<file path="src/hdl/speo_pkg.sv">
package speo_pkg;

   // fixed field widths of the request and response items
   localparam int SLOT_W = 5;

   // request action codes
   localparam logic ACT_ALLOC = 1'b0;
   localparam logic ACT_FREE  = 1'b1;

   // sequencer states, one-hot
   typedef enum logic [4:0] {
      ST_IDLE = 5'b00001,
      ST_EXEC = 5'b00010,
      ST_LINK = 5'b00100,
      ST_PUSH = 5'b01000,
      ST_DONE = 5'b10000
   } state_type;

   // what the accepted item turned out to be
   typedef enum logic [1:0] {
      OP_TAKE    = 2'd0,  // allocate from the free list
      OP_RECLAIM = 2'd1,  // allocate by evicting the oldest live slot
      OP_RELEASE = 2'd2,  // free of a live slot
      OP_REJECT  = 2'd3   // free of a slot that is not live
   } op_type;

endpackage

</file>
<file path="src/hdl/speo_link_ram.sv">
module speo_link_ram #(
   parameter int DEPTH = 32,
   parameter int WIDTH = 6
) (
   input  logic                     clock,
   input  logic                     wr_en,
   input  logic [$clog2(DEPTH)-1:0] wr_addr,
   input  logic [WIDTH-1:0]         wr_data,
   input  logic [$clog2(DEPTH)-1:0] rd_addr,
   output logic [WIDTH-1:0]         rd_data
);

   logic [WIDTH-1:0] mem [DEPTH];
   logic [WIDTH-1:0] rd_data_ff;

   always_ff @(posedge clock) begin
      if (wr_en) begin
         mem[wr_addr] <= wr_data;
      end
      rd_data_ff <= mem[rd_addr];
   end

   assign rd_data = rd_data_ff;

endmodule

</file>
<file path="src/hdl/slot_pool_evict_oldest_core.sv">
// Slot pool allocator with eviction of the oldest live slot. An allocate item
// takes the top of the free list, or, once every slot is live, reclaims the
// oldest live slot (rsp_reclaimed high); the granted slot becomes the newest
// on a doubly linked age list. A free item unlinks a live slot and pushes it
// on the free list; freeing a slot that is not live changes nothing and
// raises rsp_bad_free, echoing the slot number. The newer and older links of
// every slot sit in two one-port-write RAMs with registered reads; the ends of
// the age list, the free list top and the live bits sit in flops. The free
// chain shares the newer-link RAM (a free slot has no age neighbours) and a
// written bit per slot stands in for its reset contents, so no clearing pass
// is needed. Each item is one at a time: an allocate or a good free passes
// through the execute state and then a link or push state, because the
// newer-link RAM needs two writes per item through its single write port;
// a rejected free goes from idle straight to done. The response register
// lets the next item start while a result still waits on rsp_ready.
module slot_pool_evict_oldest_core
   import speo_pkg::*;
#(
   parameter int POOL_SLOTS = 32
) (
   input  logic              clock,
   input  logic              reset,
   input  logic              req_valid,
   output logic              req_ready,
   input  logic              req_action,
   input  logic [SLOT_W-1:0] req_slot_to_free,
   output logic              rsp_valid,
   input  logic              rsp_ready,
   output logic [SLOT_W-1:0] rsp_slot_index,
   output logic              rsp_reclaimed,
   output logic              rsp_bad_free
);

   // node width holds a slot number or the sentinel / none code
   localparam int NW = $clog2(POOL_SLOTS + 1);
   localparam int SW = $clog2(POOL_SLOTS);
   localparam int XW = (NW > SLOT_W) ? NW : SLOT_W;
   localparam logic [NW-1:0] SENT_NODE = NW'(POOL_SLOTS);

   // sequencer and item registers
   state_type         state_ff, state_in;
   op_type            op_ff, op_in;
   logic [NW-1:0]     s_ff, s_in;
   logic [NW-1:0]     prev_ff, prev_in;
   logic [SLOT_W-1:0] slot_req_ff, slot_req_in;

   // list heads and per-slot flags
   logic [NW-1:0]         free_top_ff, free_top_in;
   logic [NW-1:0]         oldest_ff, oldest_in;
   logic [NW-1:0]         newest_ff, newest_in;
   logic [POOL_SLOTS-1:0] live_ff, live_in;
   logic [POOL_SLOTS-1:0] written_ff, written_in;

   // response register
   logic              rsp_valid_ff, rsp_valid_in;
   logic [SLOT_W-1:0] rsp_slot_ff, rsp_slot_in;
   logic              rsp_reclaimed_ff, rsp_reclaimed_in;
   logic              rsp_bad_ff, rsp_bad_in;

   // link ram ports
   logic          n_we, o_we;
   logic [SW-1:0] n_waddr, o_waddr;
   logic [NW-1:0] n_wdata, o_wdata;
   logic [NW-1:0] n_rdata, o_rdata;
   logic [SW-1:0] rd_addr;

   logic          accept;
   logic [XW-1:0] slot_ext;
   logic          slot_ok;
   logic [NW-1:0] slot_node;
   logic [NW-1:0] chain_next;
   logic          out_free;

   assign req_ready = (state_ff == ST_IDLE);
   assign accept    = req_valid && req_ready;
   assign out_free  = !rsp_valid_ff || rsp_ready;

   // never-written free chain entries read as their reset value, slot + 1
   assign chain_next = written_ff[s_ff[SW-1:0]] ? n_rdata : s_ff + NW'(1);

   always_comb begin
      state_in         = state_ff;
      op_in            = op_ff;
      s_in             = s_ff;
      prev_in          = prev_ff;
      slot_req_in      = slot_req_ff;
      free_top_in      = free_top_ff;
      oldest_in        = oldest_ff;
      newest_in        = newest_ff;
      live_in          = live_ff;
      written_in       = written_ff;
      rsp_valid_in     = rsp_valid_ff && !rsp_ready;
      rsp_slot_in      = rsp_slot_ff;
      rsp_reclaimed_in = rsp_reclaimed_ff;
      rsp_bad_in       = rsp_bad_ff;
      n_we             = 1'b0;
      n_waddr          = s_ff[SW-1:0];
      n_wdata          = SENT_NODE;
      o_we             = 1'b0;
      o_waddr          = s_ff[SW-1:0];
      o_wdata          = SENT_NODE;

      // decode the request against the current heads
      slot_ext  = XW'(req_slot_to_free);
      slot_ok   = slot_ext < XW'(POOL_SLOTS);
      slot_node = NW'(req_slot_to_free);
      if (accept) begin
         if (req_action == ACT_ALLOC) begin
            if (free_top_ff != SENT_NODE) begin
               op_in = OP_TAKE;
               s_in  = free_top_ff;
            end else begin
               op_in = OP_RECLAIM;
               s_in  = oldest_ff;
            end
         end else begin
            s_in = slot_node;
            if (slot_ok && live_ff[slot_node[SW-1:0]]) begin
               op_in = OP_RELEASE;
            end else begin
               op_in = OP_REJECT;
            end
         end
      end
      // the links of the chosen slot are read on the accepting edge
      rd_addr = s_in[SW-1:0];

      case (state_ff)
         ST_IDLE: begin
            if (accept) begin
               slot_req_in = req_slot_to_free;
               state_in    = (op_in == OP_REJECT) ? ST_DONE : ST_EXEC;
            end
         end
         ST_EXEC: begin
            case (op_ff)
               OP_TAKE: begin
                  free_top_in = chain_next;
                  n_we        = 1'b1;
                  n_wdata     = SENT_NODE;
                  written_in[s_ff[SW-1:0]] = 1'b1;
                  live_in[s_ff[SW-1:0]]    = 1'b1;
                  if (newest_ff == SENT_NODE) begin
                     oldest_in = s_ff;
                  end
                  newest_in = s_ff;
                  prev_in   = newest_ff;
                  state_in  = ST_LINK;
               end
               OP_RECLAIM: begin
                  // sole live slot: evicting and relinking leaves it as is
                  if (n_rdata != SENT_NODE) begin
                     o_we      = 1'b1;
                     o_waddr   = n_rdata[SW-1:0];
                     o_wdata   = SENT_NODE;
                     n_we      = 1'b1;
                     n_wdata   = SENT_NODE;
                     oldest_in = n_rdata;
                     newest_in = s_ff;
                     prev_in   = newest_ff;
                     state_in  = ST_LINK;
                  end else begin
                     state_in  = ST_DONE;
                  end
               end
               OP_RELEASE: begin
                  // unlink: newer neighbour gets the older one and back
                  if (n_rdata != SENT_NODE) begin
                     o_we    = 1'b1;
                     o_waddr = n_rdata[SW-1:0];
                     o_wdata = o_rdata;
                  end else begin
                     newest_in = o_rdata;
                  end
                  if (o_rdata != SENT_NODE) begin
                     n_we    = 1'b1;
                     n_waddr = o_rdata[SW-1:0];
                     n_wdata = n_rdata;
                  end else begin
                     oldest_in = n_rdata;
                  end
                  live_in[s_ff[SW-1:0]] = 1'b0;
                  prev_in     = free_top_ff;
                  free_top_in = s_ff;
                  state_in    = ST_PUSH;
               end
               default: begin
                  state_in = ST_DONE;
               end
            endcase
         end
         ST_LINK: begin
            // hang the slot behind the previous newest
            o_we    = 1'b1;
            o_wdata = prev_ff;
            if (prev_ff != SENT_NODE) begin
               n_we    = 1'b1;
               n_waddr = prev_ff[SW-1:0];
               n_wdata = s_ff;
            end
            state_in = ST_DONE;
         end
         ST_PUSH: begin
            // freed slot points down the free chain
            n_we    = 1'b1;
            n_wdata = prev_ff;
            written_in[s_ff[SW-1:0]] = 1'b1;
            state_in = ST_DONE;
         end
         ST_DONE: begin
            if (out_free) begin
               rsp_valid_in     = 1'b1;
               rsp_slot_in      = (op_ff == OP_REJECT) ? slot_req_ff : SLOT_W'(s_ff);
               rsp_reclaimed_in = (op_ff == OP_RECLAIM);
               rsp_bad_in       = (op_ff == OP_REJECT);
               state_in         = ST_IDLE;
            end
         end
         default: begin
            state_in = ST_IDLE;
         end
      endcase
   end

   always_ff @(posedge clock) begin
      if (reset) begin
         state_ff     <= ST_IDLE;
         free_top_ff  <= '0;
         oldest_ff    <= SENT_NODE;
         newest_ff    <= SENT_NODE;
         live_ff      <= '0;
         written_ff   <= '0;
         rsp_valid_ff <= 1'b0;
      end else begin
         state_ff     <= state_in;
         free_top_ff  <= free_top_in;
         oldest_ff    <= oldest_in;
         newest_ff    <= newest_in;
         live_ff      <= live_in;
         written_ff   <= written_in;
         rsp_valid_ff <= rsp_valid_in;
      end
   end

   // payload registers
   always_ff @(posedge clock) begin
      op_ff            <= op_in;
      s_ff             <= s_in;
      prev_ff          <= prev_in;
      slot_req_ff      <= slot_req_in;
      rsp_slot_ff      <= rsp_slot_in;
      rsp_reclaimed_ff <= rsp_reclaimed_in;
      rsp_bad_ff       <= rsp_bad_in;
   end

   // newer links, doubling as the free chain
   speo_link_ram #(
      .DEPTH (POOL_SLOTS),
      .WIDTH (NW)
   ) u_newer_ram (
      .clock   (clock),
      .wr_en   (n_we),
      .wr_addr (n_waddr),
      .wr_data (n_wdata),
      .rd_addr (rd_addr),
      .rd_data (n_rdata)
   );

   // older links
   speo_link_ram #(
      .DEPTH (POOL_SLOTS),
      .WIDTH (NW)
   ) u_older_ram (
      .clock   (clock),
      .wr_en   (o_we),
      .wr_addr (o_waddr),
      .wr_data (o_wdata),
      .rd_addr (rd_addr),
      .rd_data (o_rdata)
   );

   assign rsp_valid      = rsp_valid_ff;
   assign rsp_slot_index = rsp_slot_ff;
   assign rsp_reclaimed  = rsp_reclaimed_ff;
   assign rsp_bad_free   = rsp_bad_ff;

`ifndef SYNTHESIS
   // the free list top is never a live slot
   a_top_not_live: assert property (@(posedge clock) disable iff (reset)
      (free_top_ff != SENT_NODE) |-> !live_ff[free_top_ff[SW-1:0]])
      else $error("free list top is a live slot");

   // both ends of the age list are empty together
   a_ends_agree: assert property (@(posedge clock) disable iff (reset)
      (oldest_ff == SENT_NODE) == (newest_ff == SENT_NODE))
      else $error("age list ends disagree");

   // eviction only ever meets a non-empty age list
   a_reclaim_nonempty: assert property (@(posedge clock) disable iff (reset)
      (state_ff == ST_EXEC && op_ff == OP_RECLAIM) |-> (oldest_ff != SENT_NODE))
      else $error("reclaim with empty age list");

   // a new response only comes out of the done state
   a_rsp_from_done: assert property (@(posedge clock) disable iff (reset)
      $rose(rsp_valid_ff) |-> ($past(state_ff) == ST_DONE))
      else $error("response raised outside done state");
`endif

endmodule

</file>
<file path="config.mk">
export PLATFORM = sky130hd
export DESIGN_NAME = slot_pool_evict_oldest_core
export DESIGN_NICKNAME = d
export VERILOG_FILES = /design/src/hdl/speo_pkg.sv /design/src/hdl/speo_link_ram.sv /design/src/hdl/slot_pool_evict_oldest_core.sv
export SDC_FILE = /design/constraint.sdc
export NUM_CORES = 1
export LEC_CHECK = 0
export BUFFER_PORTS_ARGS = -buffer_cell sky130_fd_sc_hd__clkbuf_2
export CAP_MARGIN = 20
export CORE_MARGIN = 4
export CORE_UTILIZATION = 40
export CTS_CLUSTER_DIAMETER = 150
export DETAILED_ROUTE_END_ITERATION = 8
export PLACE_DENSITY_LB_ADDON = 0.2
export SLEW_MARGIN = 10
export SYNTH_ARGS = -nofsm -noshare
export SYNTH_HDL_FRONTEND = slang
export SYNTH_SLANG_ARGS = --single-unit
</file>
<file path="constraint.sdc">
create_clock -name clock -period 4.2 [get_ports clock]
set_input_delay 0.42 -clock clock [delete_from_list [all_inputs] [get_ports clock]]
set_output_delay 0.42 -clock clock [all_outputs]
set_load 0.05 [all_outputs]
</file>
# == Yosys cells after proc, flatten, opt, wreduce, memory -nomap -nowiden ==
# Memory sizes are Yosys's and may differ from the RTL's. A register that Yosys moved wholly into a read port is not among the register bits.
# Cells that the tools add are included.
# totals
reg_bits,114
ram_bits,384
inputBits,10
output_inout_bits,9
word_cells,127
n_memories,2
# memory_table
name,depth,width,read_ports,rd_ports_with_merged_regs,write_ports,line,text
u_newer_ram.mem,32,6,1,1,1,speo_link_ram.sv:13,logic [WIDTH-1:0] mem [DEPTH];
u_older_ram.mem,32,6,1,1,1,speo_link_ram.sv:13,
# classes
add_sub_neg,1
magnitude_cmp,3
eq_ne,21
mux,61
bitwise,4
reduce_logical,20
# ops
cell,n
case mux 32 bit (2 select lines),2
2-to-1 mux 6 bit,13
case mux 6 bit (3 select lines),4
2-to-1 mux 5 bit,13
bitwise OR 32 bit,2
AND 32 bit,1
2-to-1 mux 32 bit,1
NOT 32 bit,1
!= test 6 bit (second input constant),4
case mux 6 bit (2 select lines),2
case mux 5 bit (4 select lines),1
2-to-1 mux 1 bit,15
case mux 5 bit (3 select lines),1
less-than comparator 5 x 6 -> 1 bit (second input constant),2
binary-select mux 1 bit (select 5 bit),2
!= test 2 bit (second input constant),5
case mux 5 bit (2 select lines),1
AND reduction 2 bit,5
adder 6 x 1 -> 6 bit (second input constant),1
== test 2 bit (second input constant),3
== test 6 bit (second input constant),1
case mux 1 bit (3 select lines),2
demux 1 bit (select 5 bit),1
== test 5 x 1 -> 1 bit (second input constant),1
other kinds (19),26

# == Longest topological paths before layout ==
# depth
depth_word,9
ltp_mapped,11
depth_no_buf,9

# == Cells and area by module ==
# Synthesis repeated with hierarchy kept, for this count alone.
# hier_totals
hier_cells,1299
area_unflattened_um2,20962.6
# modules_own_cells
module,n_inst,cells_per_inst,area_per_inst_um2,seq_area_each_um2
speo_link_ram,2,323,7589.8,5885.6
slot_pool_evict_oldest_core,1,653,5783.0,2472.4

# == Worst setup path before layout ==
# OpenSTA, ideal clock, no wires.
# synth_timing
path_type,register to register
startpoint,register op_ff[0]
endpoint,"memory u_newer_ram.mem[0][0], data pin"
setup_time_ns,0.454
arrival_time_ns,2.608
t_required_ns,3.746
setup_slack_ns,1.138
path_stages_with_launch,8
path_buffers,1
period_less_slack_ns,3.062
path_cell_list,dfxtp_1 -> inv_1 -> ha_1 -> buf_2 -> inv_1 -> nor4_4 -> nand2_1 -> o21ai_0
# synth_between
elab_chain_cells,3
# synth_rtl
element,line,text
from (decl),slot_pool_evict_oldest_core.sv:42,"op_type op_ff, op_in;"
from (signal assigned),slot_pool_evict_oldest_core.sv:247,op_ff <= op_in;
== test 2 bit,slot_pool_evict_oldest_core.sv:136,case (op_ff)
2-to-1 mux 6 bit,-,
case mux 6 bit (3 select lines),slot_pool_evict_oldest_core.sv:128,case (state_ff)
named net n_wdata[0],slot_pool_evict_oldest_core.sv:63,"logic [NW-1:0] n_wdata, o_wdata;"
to (decl),speo_link_ram.sv:13,
# The timed path passes the listed nets, and every way through them passes these cells.

# == Final worst setup path ==
# layout_timing
startpoint,register state_ff[2]
endpoint,"register u_newer_ram.rd_data_ff[0], in the netlist u_newer_ram.rd_data[0] (read register of u_newer_ram.mem)"
# layout_between
elab_chain_cells,3
# layout_rtl
element,line,text
from (decl),slot_pool_evict_oldest_core.sv:41,"state_type state_ff, state_in;"
from (signal assigned),slot_pool_evict_oldest_core.sv:235,state_ff <= state_in;
== test 5 x 1 -> 1 bit,slot_pool_evict_oldest_core.sv:74,assign req_ready = (state_ff == ST_IDLE);
logical AND 1 bit,slot_pool_evict_oldest_core.sv:75,assign accept = req_valid && req_ready;
2-to-1 mux 5 bit,slot_pool_evict_oldest_core.sv:107,if (accept) begin
to (decl),speo_link_ram.sv:14,logic [WIDTH-1:0] rd_data_ff;
# Every way passes these cells.
# A chain may end at the register's enable or synchronous reset.

==> metrics.yaml <==
global_route:
  grt_max_degree: 65
  antenna_found_initial: 0
  overflow: 0
  grt_pass1_vias: 13362
  grt_use_total_pct: 19.5
  grt_pass1_wl_um: 85500
logic_synthesis:
  syn_nets: 1593
  syn_avg_cell_area_sq_um: 13.6
  ys_seq_elements: 510
  async_flop_share_pct: 0
  yosysSeqAreaShare_pct: 66.3
  yosysTopAreaCellShare_pct: 56.3
  syn_area_sq_um: 21500
  synth_top_area_cell: "edfxtp_1"
  synth-edff-count: 403
  synth_cell_types: 71
  synthCells: 1575
  synth_warnings: 0
  synthTopCellsByArea: "edfxtp_1 56%, dfxtp_1 10%, mux4_2 6.8%"
  synth_flop_cell: "edfxtp_1"
cells_and_area:
  final_area_sq_um: 24200
  final_nets: 1615
  layout-drive-gt1-share_pct: 16.3
  final_cell_count_no_fill: 2329
  syn_to_final_growth_pct: 12.4
  antennaDiodeCount: 0
  regArea_sq_um: 14200
  fillCellCount: 4666
  multiInputGateArea_sq_um: 6650
routing:
  post_drt_wl_per_cell_um: 23.9
  drt_iter0_drc: 1415
  drt_first_pass_iters: 5
  drc_errors: 0
  vias: 13577
  avgViaCountPerCell: 5.83
  routed_wirelength_um: 55700
  ant_nets: 0
place:
  globalplace.congestion: 0.881
  placed_area_sq_um: 22400
  hpwlAfterDp_um: 36300
  place_inst: 2228
  portBuffers: 18
cts:
  cts_hold_buf: 0
  clk_latency_ps: 600
  clk_path_buf_depth: 3
  cts_tree: "yes"
  root_buffer: "clkbuf_16"
  cts.repair.resized: 0
  cts_setup_buffers: 0
  numCtsBuffers: 53
  htree_levels: 2
  cts.sinks: 510
  cts.clk_slew.worst_paths_ps: 60
die:
  ios: 19
  die_w_um: 240
  die-height_um: 240
  dieArea_sq_um: 57500
  fp.coreArea_sq_um: 52900
  start_util_pct: 40.7
  row_count: 84
sta:
  finalHoldViolCount: 0
  slew_viol_final: 0
  post-route-period-util_pct: 84.3
  tns_ps: 0
  worst_pin_slew_ps: 1070
  slew_headroom_pct: 28.8
  rsz0062_at_grt: "no"
  fin_crit_ps: 3540
  final-setup-viol-count: 0
  skew_ps: 20.5
  fmax_ghz: 0.282
setup_path:
  worstPathBufferInverterCount: 0
  startpoint_type: "flop"
  cp_slowest_stage_delay_ps: 780
  end_kind: "flop"
  worstSetupPathType: "flop to flop"
  worstPathArrival_ps: 3970
  crit_family: "compound AO/OA/AOI/OAI gates"
  cp.required_ps: 4630
  crit_fanout: 42
  cp_slowest_cell: "o41a_4"
  crit_chain: "nor3_4 > nand2_2 > o41a_4 > and3_1 > a22oi_1 > o311ai_1"
power_and_ir_drop:
  power.leakage_nw: 7.41
  p_sw_share_pct: 26.4
  p_sw_mw: 3.17
  p_total_mw: 12.0
  p_int_mw: 8.80
  peakVddDrop_mv: 0.300
  powerDensity_nw_per_um2: 495
  clkPwrFrac_pct: 39.1
  p_comb_share_pct: 14.4
  seqPwrFrac_pct: 46.5
run:
  cap_violations: 0
hold_path:
  hold_class: "primary input to flop"
status:
  status: "completed"
==> kinds of logic after synthesis <==
group,share of synthesized area (%)
AOI/OAI and AO/OA,10.9
adders and majority gates,0.466
muxes,9.55
buffers and inverters,2.90
DFF,66.3
and+or+nand+nor,9.92
==> cell usage after synthesis, drive strengths merged, types with 2 or more instances <==
cell and number:
and3 18, o21ai 29, mux4 65, ha 8
nand2 149, buf 60, a21boi 11, a211oi 40
a311o 2, mux2i 42, o31a 2, nor2 155
mux2 15, or3b 3, edfxtp 403, a31oi 5
inv 26, nor2b 5, a32oi 14, o22ai 3
nand3 76, a21oi 110, nand2b 10, a222oi 5
o31ai 2, a41oi 23, o221ai 13, nor4 4
o211ai 3, a22o 6, nand3b 5, dfxtp 107
a22oi 28, o311ai 12, or3 6, a311oi 17
nor3b 3, nor3 18, clkbuf 50, or2 5
nand4 3
==> stage by stage <==
stage / worst slack, ps / util (%) / hold WS [ps]
CTS: 695 / 45.6 / 17.8
detailed placement: 523 / 42.3 / 456
global placement: 602 / 42.3 / 444
floorplan: 1140 / - / 431
finish: 660 / 45.7 / 58.2
global route: 404 / 45.7 / 33.1
==> layout make-up <==
cell class / instances / area share, %
flip-flops and latches: 510 / 59.0
repair buffers: 77 / 2.34
well taps: 688 / 3.56
clock inverters: 23 / 0.994
multi-input cells: 929 / 27.5
clock buffers: 76 / 6.19
inverters: 26 / 0.404
==> layer usage <==
layer  up-vias  GRT usage, %  share of wire, %
li1       6151             -                 -
met2       482          30.3                46
met5         -             0                 0
met1      6865          28.0                45
met3        79          3.66               6.8
met4         0          5.88               2.6
==> path summary, 6_finish.rpt <==
path	start	end	slack, ps	depth (start not counted)
setup / recovery	state_ff[2]$_SDFFE_PP0P_	u_newer_ram.rd_data[0]$_DFF_P_	660	6
hold / removal	req_slot_to_free[3]	slot_req_ff[3]$_DFFE_PP_	60	1
setup reg to reg	state_ff[2]$_SDFFE_PP0P_	u_newer_ram.rd_data[0]$_DFF_P_	660	6
hold reg to reg	written_ff[8]$_SDFFE_PP0P_	written_ff[8]$_SDFFE_PP0P_	470	2
==> power by group through the flow <==
stage | Combinational [mW] | Clock (mW) | Sequential [mW]
after floorplan | 1.21 | 0 | 5.60
after global placement | 1.70 | 0 | 5.67
after detailed placement | 1.71 | 0 | 5.67
after CTS | 1.72 | 4.79 | 5.56
after global routing | 1.86 | 5.00 | 5.57
final | 1.72 | 4.68 | 5.57
==> layout by cell type (no fill, tap or decap), types with 11 or more instances in the layout <==
cell,instances
edfxtp_1,403
nor2_1,154
nand2_1,148
a21oi_1,107
dfxtp_1,107
nand3_1,76
mux4_2,65
buf_4,56
clkbuf_16,55
mux2i_1,42
a211oi_1,40
a22oi_1,27
a41oi_1,23
inv_1,20
and3_1,18
clkbuf_2,18
o21ai_0,17
clkbuf_1,17
a311oi_1,16
mux2_2,15
nor3_1,14
a32oi_1,14
o221ai_1,13
a21boi_1,11
o311ai_1,11
==> flip-flops by register name, summed over array words and instances, names as in the netlist, named ones only <==
signal	count
u_newer_ram.mem	192
u_older_ram.mem	192
written_ff	32
free_top_ff	6
newest_ff	6
oldest_ff	6
prev_ff	6
s_ff	6
u_newer_ram.rd_data	6
u_older_ram.rd_data	6
rsp_slot_index	5
slot_req_ff	5
state_ff	5
op_ff	2
rsp_bad_free	1
rsp_reclaimed	1
rsp_valid	1
No activity file was read; power rests on OpenSTA's default activity.
